<file path="config.mk">
export PLATFORM = sky130hd
export DESIGN_NAME = vfa_fifo
export DESIGN_NICKNAME = d
export VERILOG_FILES = /design/src/hdl/vfa_pkg.sv /design/src/hdl/vfa_fifo.sv
export SDC_FILE = /design/constraint.sdc
export NUM_CORES = 1
export LEC_CHECK = 0
export BUFFER_PORTS_ARGS = -buffer_cell sky130_fd_sc_hd__buf_2
export CAP_MARGIN = 15
export CORE_AREA = 10 10 490 492
export CTS_BUF_LIST = sky130_fd_sc_hd__clkbuf_4
export CTS_CLUSTER_DIAMETER = 100
export DETAILED_ROUTE_END_ITERATION = 12
export DIE_AREA = 0 0 500 502
export SLEW_MARGIN = 20
export SYNTH_ARGS = -nofsm -noshare
export SYNTH_HDL_FRONTEND = slang
export SYNTH_SLANG_ARGS = --single-unit
</file>
<file path="constraint.sdc">
create_clock -name clk_i -period 39.5 [get_ports clk_i]
set_input_delay 7.9 -clock clk_i [delete_from_list [all_inputs] [get_ports clk_i]]
set_output_delay 7.9 -clock clk_i [all_outputs]
set_load 0.03 [all_outputs]
</file>
<file path="src/hdl/vfa_pkg.sv">
`timescale 1ns / 1ps
// ----------------------------------------------------------------------------
// vfa_pkg
// Shared types, constants and codes of the fixed-point vector unit.
// ----------------------------------------------------------------------------
package vfa_pkg;

  localparam int WORD_BITS   = 32;
  localparam int FRAC_BITS   = 16;
  localparam int OPCODE_BITS = 4;
  localparam int STATUS_BITS = 2;
  localparam int QUEUE_DEPTH = 2;

  typedef enum logic [OPCODE_BITS-1:0] {
    OP_ADD   = 4'd0,
    OP_SUB   = 4'd1,
    OP_NEG   = 4'd2,
    OP_SCALE = 4'd3,
    OP_DIV   = 4'd4,
    OP_CROSS = 4'd5,
    OP_DOT   = 4'd6,
    OP_LEN   = 4'd7,
    OP_UNIT  = 4'd8,
    OP_POINT = 4'd9,
    OP_NONE  = 4'd10
  } op_e;

  typedef enum logic [STATUS_BITS-1:0] {
    ST_OK   = 2'd0,
    ST_ZERO = 2'd1,
    ST_SAT  = 2'd2
  } status_e;

  typedef struct packed {
    logic [OPCODE_BITS-1:0]      opcode;
    logic signed [WORD_BITS-1:0] a_x;
    logic signed [WORD_BITS-1:0] a_y;
    logic signed [WORD_BITS-1:0] a_z;
    logic signed [WORD_BITS-1:0] b_x;
    logic signed [WORD_BITS-1:0] b_y;
    logic signed [WORD_BITS-1:0] b_z;
    logic signed [WORD_BITS-1:0] b_w;
    logic signed [WORD_BITS-1:0] scalar_in;
  } in_item_t;

  typedef struct packed {
    logic signed [WORD_BITS-1:0] r_x;
    logic signed [WORD_BITS-1:0] r_y;
    logic signed [WORD_BITS-1:0] r_z;
    logic signed [WORD_BITS-1:0] r_w;
    logic signed [WORD_BITS-1:0] scalar_out;
    logic [STATUS_BITS-1:0]      status;
  } out_item_t;

  // Classified request handed from the front end to the execution pipeline.
  typedef struct packed {
    op_e                        op;
    logic                       err;
    logic [2:0][WORD_BITS-1:0]  a;
    logic [2:0][WORD_BITS-1:0]  b;
    logic [WORD_BITS-1:0]       w;
    logic [WORD_BITS-1:0]       s;
    logic [5:0][WORD_BITS-1:0]  ma;
    logic [5:0][WORD_BITS-1:0]  mb;
  } dec_item_t;

endpackage

</file>
<file path="src/hdl/vfa_fifo.sv">
`timescale 1ns / 1ps
// ----------------------------------------------------------------------------
// vfa_fifo
// Short request queue between intake and execution.
// ----------------------------------------------------------------------------
module vfa_fifo #(
  parameter int  DEPTH  = vfa_pkg::QUEUE_DEPTH,
  parameter type item_t = vfa_pkg::dec_item_t
) (
  input  logic  clk_i,
  input  logic  rst_ni,
  input  logic  push_valid_i,
  output logic  push_ready_o,
  input  item_t push_data_i,
  output logic  pop_valid_o,
  input  logic  pop_ready_i,
  output item_t pop_data_o
);

  localparam int PW = (DEPTH > 1) ? $clog2(DEPTH) : 1;
  localparam int CW = $clog2(DEPTH + 1);

  item_t           mem_q [DEPTH];
  logic [PW-1:0]   wr_q, rd_q;
  logic [CW-1:0]   cnt_q;
  logic            push, pop;

  assign push_ready_o = (cnt_q != CW'(DEPTH));
  assign pop_valid_o  = (cnt_q != '0);
  assign push = push_valid_i && push_ready_o;
  assign pop  = pop_valid_o && pop_ready_i;
  assign pop_data_o = mem_q[rd_q];

  always_ff @(posedge clk_i or negedge rst_ni) begin
    if (!rst_ni) begin
      wr_q  <= '0;
      rd_q  <= '0;
      cnt_q <= '0;
    end else begin
      if (push) begin
        wr_q <= (wr_q == PW'(DEPTH - 1)) ? '0 : wr_q + 1'b1;
      end
      if (pop) begin
        rd_q <= (rd_q == PW'(DEPTH - 1)) ? '0 : rd_q + 1'b1;
      end
      if (push && !pop) begin
        cnt_q <= cnt_q + 1'b1;
      end else if (pop && !push) begin
        cnt_q <= cnt_q - 1'b1;
      end
    end
  end

  always_ff @(posedge clk_i) begin
    if (push) begin
      mem_q[wr_q] <= push_data_i;
    end
  end

endmodule

</file>
### After elaboration in Yosys (flattened, before gate mapping)

Memory sizes are Yosys's and may differ from the RTL's.
Cells that the tools add are included.

* shift operators: 0
* magnitude comparators: 0
* bitwise gates (word level): 0
* muxes and demuxes: 6
* divide/modulo/power cells: 0
* multipliers: 0
* add/subtract/negate cells: 4
* equality and inequality tests: 1
* reduce and logical (&&, ||, !) cells: 8

Operator list (number)
* $logic_and A1 B1 Y1: 4
* $mux W1: 4
* $mux W2: 2
* $reduce_bool A2 Y1: 2
* $add A1 B1 Y1 const B: 2
* $add A2 B1 Y2 const B: 1
* $logic_not A1 Y1: 2
* $ne A2 B2 Y1 const B: 1
* $sub A2 B1 Y2 const B: 1

* output and inout port bits: 647
* bits in registers: 4
* bits in latches: 0
* memory bits (read-only): 0
* memory bits (writable): 1290
* memories kept: 1

Memory list
* mem_q: depth 2, bits a word 645, read ports 1, clocked after memory_dff 0, wr ports 1, RTL line vfa_fifo.sv:23 `item_t mem_q [DEPTH];`

### Logic depth before layout (Yosys ltp)

* depth after elaboration: 6
* gate-level depth with buffers: 7

### Worst setup path before layout

No wires, ideal clock.

* path kind: input to register
* start: in push_valid_i
* end: mem mem_q[0][0] (netlist name), enable pin
* stages on the path: 2
* buffers on the path: 0
* data arrival time: 34660 ps
* setup slack: 3167 ps
* required time: 37827 ps
* cells stage by stage: nand2_1 > nor2_1

* longest elaborated chain between the ends: 3

RTL lines
* from (decl): RTL line vfa_fifo.sv:12 `input logic push_valid_i,`
* $logic_and A1 B1 Y1: RTL line vfa_fifo.sv:30 `assign push = push_valid_i && push_ready_o;`
* $mux W1: RTL line vfa_fifo.sv:55 `if (push) begin`
* $mux W1 (not written as such): RTL line vfa_fifo.sv:56 `mem_q[wr_q] <= push_data_i;`
* to (decl): RTL line vfa_fifo.sv:23

Every way passes these cells.

==> results.py <==
metrics = {
    "logic_synthesis": {
        "syn_nets": 2675,
        "netlist_area_um2": 47000,
        "synth.area.top_cells": "edfxtp_1 (82%), mux2_2 (15%), buf_6 (1.7%)",
        "synth_most_common_cell": "edfxtp_1",
        "synth-edff-count": 1290,
        "netlist_top_cells_count": "edfxtp_1 (1290), mux2_2 (645), buf_6 (72), dfrtp_1 (4), xnor2_1 (3)",
        "syn_inst": 2025,
        "yosysWarningCount": 0,
        "synth.avg_cell_area_um2": 23.2,
        "ys_seq_area_share_pct": 82.6,
        "synth-seq-cells": 1294,
        "synthArstFlopShare_pct": 0.309,
        "yosys.area.top_type": "edfxtp_1",
        "synthFlopType": "edfxtp_1",
        "synthDominantCellAreaShare_pct": 82.4,
        "synth_cell_types": 13,
    },
    "floorplanning": {
        "row_count": 176,
        "core_area_um2": 230000,
        "start_util_pct": 20.5,
        "die_area_um2": 251000,
        "die_y_um": 502,
        "die_w_um": 500,
        "ios": 1296,
    },
    "global_routing": {
        "grtUsageTotal_pct": 14.4,
        "use_met2_pct": 23.2,
        "overflow": 0,
        "grt_antenna_before_repair": 248,
        "busiest_layer": "met2",
        "grt_max_degree": 78,
        "grt_pass1_wl_um": 247000,
        "grt_pass1_vias": 28300,
        "met1_usage_pct": 15.4,
        "met3_usage_pct": 9.57,
    },
    "route": {
        "vias": 27700,
        "wirelength_um": 190000,
        "drtAntennaViolNets": 0,
        "drcViolationCount": 0,
        "drt_iter0_drc": 2028,
        "wl_per_cell_um": 27.3,
        "vias_per_cell": 3.98,
        "drt_first_pass_iters": 5,
    },
    "clocking": {
        "holdBufCountCts": 0,
        "cts_buffer_depth": 4,
        "post_cts_buffers": 0,
        "cts_resized": 0,
        "htreeDepth": 5,
        "clock-sinks": 1294,
        "cts_buffers": 362,
        "clockRootBuffer": "clkbuf_4",
        "cts_tree": "yes",
        "cts.reportedPaths.clkPinSlew_ns": 0.07,
        "clk_latency_ns": 1.26,
    },
    "worst_hold_path": {
        "holdCritPathClass": "flop to flop",
        "holdCritStartpoint": "cnt_q[1]",
    },
    "final_layout": {
        "instances_no_fill": 6958,
        "multi_input_area_um2": 7370,
        "drive_gt1_share_pct": 65.1,
        "nNetsFinal": 4296,
        "fillers": 23500,
        "finalCoreUtilization_pct": 26.6,
        "design_area_um2": 61100,
        "area_growth_pct": 30.1,
        "regArea_um2": 38800,
    },
    "worst_setup_path": {
        "critical_path_class": "flop to output pin",
        "r2r-start": "cnt_q[0]",
        "worst_path_max_delay_cell": "dfrtp_4",
        "reg2reg_slack_ns": 35.44,
        "crit_chain": "buf_4 > buf_4 > buf_4 > buf_4 > mux2_2 > buf_2",
        "critPathBufInv": 5,
        "endpoint_kind": "output pin",
        "worstPathArrival_ns": 5.85,
        "cp_max_fo": 70,
        "crit_start": "rd_q",
        "crit_family": "buffers and inverters",
        "critPathLaunchType": "flop",
        "cpPeakStageDelay_ns": 0.94,
        "cp.required_ns": 31.60,
        "crit_top_cell": "buf_4",
    },
    "sta": {
        "hold_viol": 0,
        "period_share_pct": 34.8,
        "drv_slew": 0,
        "finClkSkew_ns": 0.136,
        "min_period_ns": 13.75,
        "tns_ns": 0,
        "max_freq_mhz": 72.7,
        "rsz0062_at_grt": "false",
        "maxSlewHeadroom_pct": 32.4,
        "setup_violations": 0,
        "tightestPinTransition_ns": 1.01,
    },
    "pwr": {
        "power.total_mw": 5.00,
        "powerDensity_nw_per_um2": 81.8,
        "leakagePower_nw": 22.4,
        "vdd_ir_drop_max_mv": 0.0706,
    },
    "place": {
        "hpwl_um": 151000,
        "dp.cells": 6308,
        "post_dp_cell_area_um2": 56700,
        "port_buffers": 1295,
        "place_congestion": 0.915,
    },
    "run_status": {
        "status": "completed",
    },
    "flow_run": {
        "cap_violations": 0,
    },
}
[cells by family (layout without fill, tap and decap cells)]
logic type,Yosys count,after routing,share of synthesized area (%)
flip-flops,1294,1294,82.6
multiplexers,645,645,15.5
buffers and inverters,73,1913,1.73
AND/OR/NAND/NOR,7,7,0.0719
XOR/XNOR,5,5,0.0932
adder cells (fa/ha/maj),1,1,0.0266
other,0,67,0
[power by group]
group | switching (mW) | internal [mW]
combinational | 1.34 | 0.551
clock | 0.552 | 0.609
sequential | 0.0733 | 1.88
total | 1.96 | 3.04
[state kept, by name, indices dropped and copies added, names as in the netlist]
| signal | count |
|---|---|
| rd_q | 1 |
| wr_q | 1 |
| cnt_q | 2 |
| mem_q | 1290 |
[routing by layer]
| layer | vias to the layer above | part of all wire [%] |
|---|---|---|
| met4 | 130 | 2.9 |
| met1 | 13500 | 35 |
| met2 | 1800 | 46 |
| met3 | 602 | 15 |
| met5 | - | 0.46 |
| li1 | 11700 | - |
[worst reg2reg max path, stage by stage (launching register included)]
cell and delay, ns:
dfrtp_1 0.40, nand2b_1 0.17, and3_4 0.61, buf_4 0.70
buf_4 0.76, buf_4 0.95
[final timing paths]
kind / cells after the start / endpoint
worst max-delay path: 6 / pop_data_o[82]
worst min-delay path: 1 / cnt_q[1]
worst max register to register: 5 / mem_q[1][68]
worst min register to register: 1 / cnt_q[1]
max in group asynchronous: 1 / rd_q
min in group asynchronous: 1 / cnt_q[0]
[final cells by class]
class,instances,share of cell area [%]
antenna,67,0.274
tap,3026,6.19
inverter,1,0.00614
clock inverter,70,0.634
sequential,1294,63.5
multi-input combinational,658,12.0
timing repair buffer,1329,11.0
clock buffer,513,6.30
[cell usage in the layout (no fill, tap or decap), types with 3 or more instances in the layout]
master | Yosys | final
bufinv_16 | 0 | 3
clkinv_1 | 0 | 44
clkinv_2 | 0 | 13
xnor2_1 | 3 | 3
mux2_2 | 645 | 645
clkinvlp_4 | 0 | 4
dfrtp_1 | 4 | 3
edfxtp_1 | 1290 | 1290
diode_2 | 0 | 67
buf_4 | 0 | 34
clkbuf_4 | 0 | 513
inv_2 | 0 | 3
buf_2 | 0 | 1295
[metrics by stage]
stage               hold slack [ns]  setup WS [ns]
floorplan                     0.456           3.17
global placement              0.474          27.22
detailed placement            0.500          27.01
CTS                           0.510          25.52
global route                  0.535          25.31
finish                        0.510          25.75
No activity file was read; power rests on OpenSTA's default activity.
